$ cat config.mk
export PLATFORM = sky130hd
export DESIGN_NAME = middle_ear_biquad_cascade
export DESIGN_NICKNAME = d
export VERILOG_FILES = /design/src/rtl/mebc_pkg.sv /design/src/rtl/mebc_seq.sv /design/src/rtl/mebc_dp.sv /design/src/rtl/middle_ear_biquad_cascade.sv
export SDC_FILE = /design/constraint.sdc
export NUM_CORES = 2
export LEC_CHECK = 0
export ABC_CLOCK_PERIOD_IN_PS = 19900
export BUFFER_PORTS_ARGS = -buffer_cell sky130_fd_sc_hd__buf_2
export CAP_MARGIN = 20
export CORE_MARGIN = 2
export CORE_UTILIZATION = 55
export CTS_BUF_LIST = sky130_fd_sc_hd__clkbuf_2 sky130_fd_sc_hd__clkbuf_4 sky130_fd_sc_hd__clkbuf_8
export DETAILED_ROUTE_END_ITERATION = 10
export HOLD_SLACK_MARGIN = 0.06
export PLACE_DENSITY = 0.82
export REMOVE_ABC_BUFFERS = 1
export SETUP_SLACK_MARGIN = 0.3
export SLEW_MARGIN = 0
export SYNTH_ARGS = -nofsm -noshare
export SYNTH_HDL_FRONTEND = slang
export SYNTH_SLANG_ARGS = --single-unit
$ cat constraint.sdc
create_clock -name clk -period 19.9 [get_ports clk]
set_input_delay 0.995 -clock clk [delete_from_list [all_inputs] [get_ports clk]]
set_output_delay 0.995 -clock clk [all_outputs]
set_load 0.02 [all_outputs]
$ cat src/rtl/mebc_pkg.sv
// Shared types and the control program for the middle-ear biquad cascade.
// Holds the control-word layout, the sequencer state type and the microcode ROM.
// No dependencies.
package mebc_pkg;

	// step counter width of the microcode ROM
	localparam int unsigned STEP_W = 4;

	// operand that feeds the multiplier beside the coefficient
	typedef enum logic [2:0] {
		OPND_CUR = 3'd0,  // current section input
		OPND_P1  = 3'd1,  // previous input
		OPND_P2  = 3'd2,  // input before that
		OPND_H0  = 3'd3,  // previous section output
		OPND_H1  = 3'd4   // section output before that
	} opnd_t;

	// sequencing at the end of a step
	typedef enum logic [1:0] {
		JMP_NONE = 2'd0,  // go to next step
		JMP_SECT = 2'd1,  // loop to target while sections remain
		JMP_END  = 2'd2   // program done, back to idle
	} jmp_t;

	// one microcode word
	typedef struct packed {
		logic              mul;       // issue coef * operand
		opnd_t             opnd;
		logic [2:0]        coef_off;  // word offset inside the section
		logic              first;     // accumulator starts from the rounding term
		logic              sub;       // subtract product
		logic              wb;        // close section: round, clamp, update history
		logic              out;       // final scale result to output register
		jmp_t              jmp;
		logic [STEP_W-1:0] target;
	} ctl_t;

	// word plus strobe from the sequencer to the datapath
	typedef struct packed {
		ctl_t word;
		logic fire;  // word executes this cycle
	} step_ctl_t;

	typedef enum logic {
		ST_IDLE = 1'b0,
		ST_RUN  = 1'b1
	} seq_state_t;

	// control program: five products per section, a slot for the last product
	// to land, section close with loop, then the output scale product
	function automatic ctl_t mebc_rom(input logic [STEP_W-1:0] step);
		ctl_t w;
		w = '{mul: 1'b0, opnd: OPND_CUR, coef_off: 3'd0, first: 1'b0, sub: 1'b0,
			wb: 1'b0, out: 1'b0, jmp: JMP_NONE, target: '0};
		unique case (step)
			4'd0: begin
				w.mul = 1'b1; w.opnd = OPND_CUR; w.coef_off = 3'd0; w.first = 1'b1;
			end
			4'd1: begin
				w.mul = 1'b1; w.opnd = OPND_P1; w.coef_off = 3'd1;
			end
			4'd2: begin
				w.mul = 1'b1; w.opnd = OPND_P2; w.coef_off = 3'd2;
			end
			4'd3: begin
				w.mul = 1'b1; w.opnd = OPND_H0; w.coef_off = 3'd3; w.sub = 1'b1;
			end
			4'd4: begin
				w.mul = 1'b1; w.opnd = OPND_H1; w.coef_off = 3'd4; w.sub = 1'b1;
			end
			4'd5: begin
			end
			4'd6: begin
				w.wb = 1'b1; w.jmp = JMP_SECT; w.target = 4'd0;
			end
			4'd7: begin
				w.mul = 1'b1; w.opnd = OPND_CUR; w.coef_off = 3'd0; w.first = 1'b1;
			end
			4'd8: begin
			end
			4'd9: begin
				w.out = 1'b1; w.jmp = JMP_END;
			end
			default: begin
				w.jmp = JMP_END;
			end
		endcase
		return w;
	endfunction

endpackage

$ cat src/rtl/mebc_seq.sv
// Microcode sequencer: step counter, ROM lookup, section loop counter.
// Depends on mebc_pkg for the control word and state types.
module mebc_seq #(
	parameter int SECTIONS = 3,
	parameter int SEC_W    = 2
) (
	input  logic                  clk,
	input  logic                  arst_n,
	input  logic                  start,     // sample transaction accepted
	input  logic                  out_busy,  // output register still full
	output logic                  busy,
	output mebc_pkg::step_ctl_t   ctl,
	output logic [SEC_W-1:0]      sec
);
	import mebc_pkg::*;

	seq_state_t        state_q, state_d;
	logic [STEP_W-1:0] step_q, step_d;
	logic [SEC_W-1:0]  sec_q, sec_d;
	ctl_t              word;
	logic              fire;

	// state, step and section registers
	always_ff @(posedge clk or negedge arst_n) begin
		if (!arst_n) begin
			state_q <= ST_IDLE;
			step_q  <= '0;
			sec_q   <= '0;
		end else begin
			state_q <= state_d;
			step_q  <= step_d;
			sec_q   <= sec_d;
		end
	end

	// next step: at the output step, hold while the output register is full; else follow the jump field
	always_comb begin
		state_d = state_q;
		step_d  = step_q;
		sec_d   = sec_q;
		word    = mebc_rom(step_q);
		fire    = 1'b0;
		unique case (state_q)
			ST_IDLE: begin
				if (start) begin
					state_d = ST_RUN;
					step_d  = '0;
					sec_d   = '0;
				end
			end
			ST_RUN: begin
				if (!(word.out && out_busy)) begin
					fire = 1'b1;
					unique case (word.jmp)
						JMP_SECT: begin
							if (sec_q != SEC_W'(SECTIONS - 1)) begin
								step_d = word.target;
								sec_d  = sec_q + 1'b1;
							end else begin
								step_d = step_q + 1'b1;
							end
						end
						JMP_END: begin
							state_d = ST_IDLE;
							step_d  = '0;
						end
						default: begin
							step_d = step_q + 1'b1;
						end
					endcase
				end
			end
			default: begin
				state_d = ST_IDLE;
			end
		endcase
	end

	assign busy      = (state_q == ST_RUN);
	assign ctl.word  = word;
	assign ctl.fire  = fire;
	assign sec       = sec_q;

endmodule

$ cat src/rtl/mebc_dp.sv
// Datapath: coefficient store, filter histories, one multiplier, 64-bit accumulator,
// section rounding/clamping and the saturating output register.
// Depends on mebc_pkg for the control word types.
module mebc_dp #(
	parameter int SECTIONS    = 3,
	parameter int SAMPLE_BITS = 24,
	parameter int COEF_BITS   = 24,
	parameter int SEC_W       = 2
) (
	input  logic                          clk,
	input  logic                          arst_n,
	input  mebc_pkg::step_ctl_t           ctl,
	input  logic [SEC_W-1:0]              sec,
	input  logic                          start,       // sample transaction accepted
	input  logic signed [SAMPLE_BITS-1:0] sample_in,
	input  logic                          coef_wr,     // coefficient transaction accepted
	input  logic [3:0]                    coef_index,
	input  logic signed [COEF_BITS-1:0]   coef_value,
	input  logic                          out_ready,
	output logic                          out_valid,
	output logic [SAMPLE_BITS-1:0]        sample_out,
	output logic                          saturated
);
	import mebc_pkg::*;

	localparam int COEF_WORDS = 5 * SECTIONS + 1;
	localparam int CA         = $clog2(COEF_WORDS);
	localparam int CF         = COEF_BITS - 3;
	localparam int PW         = COEF_BITS + 32;
	localparam logic signed [63:0] RND  = 64'sd1 <<< (CF - 1);
	localparam logic signed [63:0] HMAX = 64'sd2147483647;
	localparam logic signed [63:0] HMIN = -64'sd2147483648;
	localparam logic signed [63:0] SMAX = (64'sd1 <<< (SAMPLE_BITS - 1)) - 64'sd1;
	localparam logic signed [63:0] SMIN = -(64'sd1 <<< (SAMPLE_BITS - 1));

	logic signed [COEF_BITS-1:0]   coef_q [COEF_WORDS];
	logic signed [SAMPLE_BITS-1:0] ih0_q, ih1_q;
	logic signed [31:0]            h0_q [SECTIONS];
	logic signed [31:0]            h1_q [SECTIONS];
	logic signed [31:0]            cur_q, p1_q, p2_q;
	logic [CA-1:0]                 base_q;
	logic signed [PW-1:0]          prod_s1;
	logic                          mul_s1, first_s1, sub_s1;
	logic signed [63:0]            acc_q;
	logic                          out_valid_q;
	logic [SAMPLE_BITS-1:0]        out_q;
	logic                          sat_q;

	logic [CA+3:0]                 wr_addr_w;
	logic [CA-1:0]                 rd_addr;
	logic signed [COEF_BITS-1:0]   coef_rd;
	logic signed [31:0]            opnd_val;
	logic signed [63:0]            prod_ext;
	logic signed [63:0]            shifted;
	logic signed [31:0]            y;
	logic signed [63:0]            v_sat;
	logic                          v_clip;
	logic                          mul_go, wb_go, out_go;

	assign mul_go = ctl.fire && ctl.word.mul;
	assign wb_go  = ctl.fire && ctl.word.wb;
	assign out_go = ctl.fire && ctl.word.out;

	// coefficient store, written only by coefficient transactions
	assign wr_addr_w = (CA + 4)'(coef_index);
	always_ff @(posedge clk or negedge arst_n) begin
		if (!arst_n) begin
			for (int k = 0; k < COEF_WORDS; k++) coef_q[k] <= '0;
		end else if (coef_wr && (int'(coef_index) < COEF_WORDS)) begin
			coef_q[wr_addr_w[CA-1:0]] <= coef_value;
		end
	end

	// operand and coefficient selection for the multiplier
	assign rd_addr = base_q + CA'(ctl.word.coef_off);
	assign coef_rd = coef_q[rd_addr];
	always_comb begin
		case (ctl.word.opnd)
			OPND_CUR: opnd_val = cur_q;
			OPND_P1:  opnd_val = p1_q;
			OPND_P2:  opnd_val = p2_q;
			OPND_H0:  opnd_val = h0_q[sec];
			OPND_H1:  opnd_val = h1_q[sec];
			default:  opnd_val = cur_q;
		endcase
	end

	// multiply stage
	always_ff @(posedge clk or negedge arst_n) begin
		if (!arst_n) begin
			mul_s1   <= 1'b0;
			first_s1 <= 1'b0;
			sub_s1   <= 1'b0;
		end else begin
			mul_s1   <= mul_go;
			first_s1 <= ctl.word.first;
			sub_s1   <= ctl.word.sub;
		end
	end
	always_ff @(posedge clk) begin
		if (mul_go) prod_s1 <= PW'(coef_rd) * PW'(opnd_val);
	end

	// accumulate stage; the rounding term is preloaded with the first product
	assign prod_ext = 64'(prod_s1);
	always_ff @(posedge clk) begin
		if (mul_s1) begin
			if (first_s1)    acc_q <= RND + prod_ext;
			else if (sub_s1) acc_q <= acc_q - prod_ext;
			else             acc_q <= acc_q + prod_ext;
		end
	end

	// rescale and clamp to the 32-bit history range
	assign shifted = acc_q >>> CF;
	always_comb begin
		if (shifted > HMAX)      y = 32'sh7FFFFFFF;
		else if (shifted < HMIN) y = 32'sh80000000;
		else                     y = shifted[31:0];
	end

	// final saturation to the sample range
	always_comb begin
		v_clip = 1'b1;
		if (shifted > SMAX)      v_sat = SMAX;
		else if (shifted < SMIN) v_sat = SMIN;
		else begin
			v_sat  = shifted;
			v_clip = 1'b0;
		end
	end

	// filter histories
	always_ff @(posedge clk or negedge arst_n) begin
		if (!arst_n) begin
			ih0_q <= '0;
			ih1_q <= '0;
			for (int k = 0; k < SECTIONS; k++) begin
				h0_q[k] <= '0;
				h1_q[k] <= '0;
			end
		end else begin
			if (start) begin
				ih0_q <= sample_in;
				ih1_q <= ih0_q;
			end
			if (wb_go) begin
				h0_q[sec] <= y;
				h1_q[sec] <= h0_q[sec];
			end
		end
	end

	// section input registers and coefficient base
	always_ff @(posedge clk) begin
		if (start) begin
			cur_q  <= 32'(sample_in);
			p1_q   <= 32'(ih0_q);
			p2_q   <= 32'(ih1_q);
			base_q <= '0;
		end else if (wb_go) begin
			cur_q  <= y;
			p1_q   <= h0_q[sec];
			p2_q   <= h1_q[sec];
			base_q <= base_q + CA'(5);
		end
	end

	// output register
	always_ff @(posedge clk or negedge arst_n) begin
		if (!arst_n) begin
			out_valid_q <= 1'b0;
		end else if (out_go) begin
			out_valid_q <= 1'b1;
		end else if (out_ready) begin
			out_valid_q <= 1'b0;
		end
	end
	always_ff @(posedge clk) begin
		if (out_go) begin
			out_q <= v_sat[SAMPLE_BITS-1:0];
			sat_q <= v_clip;
		end
	end

	assign out_valid  = out_valid_q;
	assign sample_out = out_q;
	assign saturated  = sat_q;

endmodule

$ cat src/rtl/middle_ear_biquad_cascade.sv
// Top level of the middle-ear filter: a cascade of biquad sections on one shared MAC.
// Depends on mebc_pkg, mebc_seq and mebc_dp.
//
// Usage
//   Input stream (s_*): s_tuser is the op flag. op 0 carries a sample in
//   s_tdata; op 1 writes one coefficient word (index 0..5*SECTIONS-1 are
//   b0,b1,b2,a1,a2 per section, index 5*SECTIONS is the output scale) and
//   gives no result. Writes to indexes beyond the store are dropped.
//   Output stream (m_*): one transaction per sample, s_tdata-style packing,
//   m_tuser set when the output was clipped to the sample range.
//   Timing: a sample reaches the output register after, per section, five
//   products, a landing slot and a close step, then three scale steps. A new
//   sample is not taken until the last one is through; s_tready is low while
//   one is in work, not while a result waits on m_tready.
//   Stall: while a result waits on m_tready, the sequencer holds at its final step.
//   Reset: coefficients and all histories clear to zero, so outputs are zero
//   until the coefficients are loaded.
module middle_ear_biquad_cascade #(
	parameter int SECTIONS    = 3,
	parameter int SAMPLE_BITS = 24,
	parameter int COEF_BITS   = 24
) (
	input  logic clk,
	input  logic arst_n,
	input  logic s_tvalid,
	output logic s_tready,
	// [SAMPLE_BITS-1:0] sample_in, then [3:0] coef_index, then coef_value, zero pad
	input  logic [((SAMPLE_BITS + 4 + COEF_BITS + 7) / 8) * 8 - 1:0] s_tdata,
	// [0] op
	input  logic s_tuser,
	output logic m_tvalid,
	input  logic m_tready,
	// [SAMPLE_BITS-1:0] sample_out, zero pad
	output logic [((SAMPLE_BITS + 7) / 8) * 8 - 1:0] m_tdata,
	// [0] saturated
	output logic m_tuser
);
	import mebc_pkg::*;

	localparam int OW    = ((SAMPLE_BITS + 7) / 8) * 8;
	localparam int SEC_W = (SECTIONS > 1) ? $clog2(SECTIONS) : 1;

	logic                          busy;
	logic                          take;
	logic                          start;
	logic                          coef_wr;
	step_ctl_t                     ctl;
	logic [SEC_W-1:0]              sec;
	logic signed [SAMPLE_BITS-1:0] sample_in;
	logic [3:0]                    coef_index;
	logic signed [COEF_BITS-1:0]   coef_value;
	logic [SAMPLE_BITS-1:0]        sample_out;
	logic                          out_valid;

	// input unpacking and transaction decode
	assign s_tready   = !busy;
	assign take       = s_tvalid && s_tready;
	assign start      = take && !s_tuser;
	assign coef_wr    = take && s_tuser;
	assign sample_in  = s_tdata[SAMPLE_BITS-1:0];
	assign coef_index = s_tdata[SAMPLE_BITS+3:SAMPLE_BITS];
	assign coef_value = s_tdata[SAMPLE_BITS+4+COEF_BITS-1:SAMPLE_BITS+4];

	mebc_seq #(
		.SECTIONS (SECTIONS),
		.SEC_W    (SEC_W)
	) u_seq (
		.clk      (clk),
		.arst_n   (arst_n),
		.start    (start),
		.out_busy (out_valid && !m_tready),
		.busy     (busy),
		.ctl      (ctl),
		.sec      (sec)
	);

	mebc_dp #(
		.SECTIONS    (SECTIONS),
		.SAMPLE_BITS (SAMPLE_BITS),
		.COEF_BITS   (COEF_BITS),
		.SEC_W       (SEC_W)
	) u_dp (
		.clk        (clk),
		.arst_n     (arst_n),
		.ctl        (ctl),
		.sec        (sec),
		.start      (start),
		.sample_in  (sample_in),
		.coef_wr    (coef_wr),
		.coef_index (coef_index),
		.coef_value (coef_value),
		.out_ready  (m_tready),
		.out_valid  (out_valid),
		.sample_out (sample_out),
		.saturated  (m_tuser)
	);

	// output packing
	assign m_tvalid = out_valid;
	assign m_tdata  = OW'(sample_out);

endmodule
==> impl_metrics.ini <==
[floorplan]
start_util_pct = 55.4
dieArea_sq_mm = 0.132
core_sq_mm = 0.128
io_pins = 88
fp.dieH_microns = 363
rows = 131
die_x_microns = 363

[sta]
rsz0062_at_grt = no
finalCritPeriodShare_pct = 65.8
clock_skew_ps = 61.4
max_freq_mhz = 76.4
worst_pin_slew_ps = 1270
final_hold_viol_count = 0
slew_viol_final = 0
holdWs_ps = 308
setup_tns_ps = 0
maxSlewHeadroom_pct = 15.3
finalSetupViolations = 0
post-route-min-period_ps = 13090

[layout]
fillers = 9983
stdcell_area_sq_mm = 0.0761
final_layout_size_suffix_gt1_share_pct = 15.3
layout.nets = 8025
multi_input_area_sq_mm = 0.0427
ff_latch_area_sq_mm = 0.0232
syn2layout_area_growth_pct = 7.61
final_core_util_pct = 59.6

[cts]
cts_sinks = 880
clockBufferDepth = 3
cts_max_level = 4
clkSlewWorstSetupHoldPaths_ps = 60
cts_made_buffers = 148
cts_root_buffer = clkbuf_8
cts_tree = built
insertion_delay_ps = 920

[yosys]
ys.flop_type = dfrtp_1
synthesis.instances = 7029
synth_top_area_cell = dfrtp_1
ys_warn_count = 0
synth.most_common_cell = inv_1
seq_area_frac_synth_pct = 32.8
synth_edf_count = 241
netlist.area_leader.share_pct = 22.5
syn_avg_cell_area_sq_um = 10.1
mappedNetlistArea_sq_mm = 0.0708
ys_seq_elements = 880
ys_top_cells_by_area = dfrtp_1 22%, fa_1 22%, edfxtp_1 10%
async_reset_ff_share_pct = 72.2
synth_cell_types = 93
synth_common_cells = 903 x inv_1, 842 x nor2_1, 785 x fa_1, 773 x nand2_1, 635 x dfrtp_1

[routing]
via_per_inst = 6.06
vias = 52900
first_pass_iters = 8
drt_wl_total_microns = 199000
drtIter0Drc = 5140
drc = 0
detail-route-antenna-nets = 0
wire_per_inst_microns = 22.8

[worst_hold_path]
hold_path_class = primary input to flip-flop

[critical_path]
worstPathRequired_ps = 20510
max_stage_delay_ps = 1060
setup.worst_path.class = flip-flop to flip-flop
critPathCaptureType = flip-flop
crit_path_start_kind = flip-flop
crit_slowest_cell = fa_4
crit_top_cell = fa_1
worst_ep_arrival_time_ps = 13700
cp_max_fo = 45

[global_routing]
grt_pass1_wl_microns = 311000
grt.overflow.total = 0
antenna_found_initial = 3
grt_pass1_vias = 55100
grt_max_degree = 97
grt_usage_pct = 30.7

[placement]
gp_congestion = 0.997
placed_area_sq_mm = 0.0727
port_buffers = 83
dp_hpwl_microns = 139000

[status]
outcome = completed

[job]
cap_violations = 0
==> metal layers <==
metal | up-vias | GRT usage (%) | share of wire, %
met1 | 26600 | 38.3 | 37
met2 | 2877 | 49.2 | 47
met4 | 4 | 15.9 | 5.5
li1 | 22700 | - | -
met3 | 701 | 8.21 | 11
met5 | - | 0 | 0.014
==> critical path: cells and delay by family, from the launching register on <==
family / cells / cell delay, ps
AO/OA/AOI/OAI: 7 / 2590
XOR/XNOR: 1 / 140
adder cells (fa/ha/maj): 11 / 5720
buffers and inverters: 8 / 2190
flip-flops: 1 / 430
multiplexers: 2 / 620
AND/OR/NAND/NOR: 4 / 1020
==> area by class of cell <==
class	instances	area share [%]
Antenna cell	1	0.00329
Timing Repair Buffer	199	1.82
Clock inverter	35	0.440
Tap cell	1662	2.73
Sequential cell	880	30.5
Inverter	906	4.47
Multi-Input combinational cell	4817	56.1
Clock buffer	239	3.92
==> sequential cells by signal, indices dropped and copies added, names as in the netlist, 2 cells and up <==
name             count
u_dp.coef_q        384
u_dp.h0_q           96
u_dp.h1_q           96
u_dp.acc_q          64
u_dp.prod_s1        56
u_dp.cur_q          32
u_dp.p1_q           32
u_dp.p2_q           32
u_dp.ih0_q          24
u_dp.ih1_q          24
u_dp.sample_out     24
u_dp.base_q          4
u_seq.step_q         4
u_seq.sec            2
==> final timing paths <==
check / slack [ps] / end / startpoint / depth (start not counted)
hold / removal: 310 / u_dp.ih0_q[0]$_DFFE_PN0P_ / s_tdata[0] / 3
setup / recovery: 6810 / u_dp.prod_s1[53]$_DFFE_PP_ / u_seq.step_q[0]$_DFFE_PN0P_ / 33
max in group asynchronous: 17120 / u_dp.coef_q[213]$_DFFE_PN0P_ / arst_n / 5
min in group asynchronous: 690 / u_seq.step_q[2]$_DFFE_PN0P_ / arst_n / 2
hold reg to reg: 480 / u_dp.ih1_q[18]$_DFFE_PN0P_ / u_dp.ih1_q[18]$_DFFE_PN0P_ / 2
setup reg to reg: 6810 / u_dp.prod_s1[53]$_DFFE_PP_ / u_seq.step_q[0]$_DFFE_PN0P_ / 33
==> cells by family after synthesis <==
kind of cell,share of synthesized area (%)
simple gates,11.7
buf+inv,7.18
compound gates,8.63
fa+ha+maj,26.2
flops,32.8
mux,10.9
xor+xnor,2.60
==> timing repair <==
action                    in CTS  in global routing
hold buffers                   1                  0
resized for setup              0                  0
buffers inserted               0                  0
hold endpoints to repair      12                  0
==> placed cells by master (no fill, tap or decap), types with 46 or more instances in the layout <==
cell,instances
mux4_2,96
clkbuf_8,190
clkbuf_4,49
nor2_1,821
xnor2_1,158
nand2_1,771
a21oi_1,520
buf_2,82
dfrtp_1,630
edfxtp_1,241
mux2_2,404
inv_1,903
buf_4,109
nand3_1,46
mux2i_1,96
ha_1,226
fa_1,784
o21ai_0,140
a21o_1,59
xor2_1,50
==> per-stage QoR <==
stage | setup slack (ps) | instances
finish | 6810 | 8739
CTS | 7030 | 8731
global route | 6350 | 8739
floorplan | 5720 | 6603
detailed placement | 7080 | 8456
global placement | 7200 | 8456
Power is not shown: default switching activity piles up to over one toggle a cycle in this logic, so the estimate is an artifact.
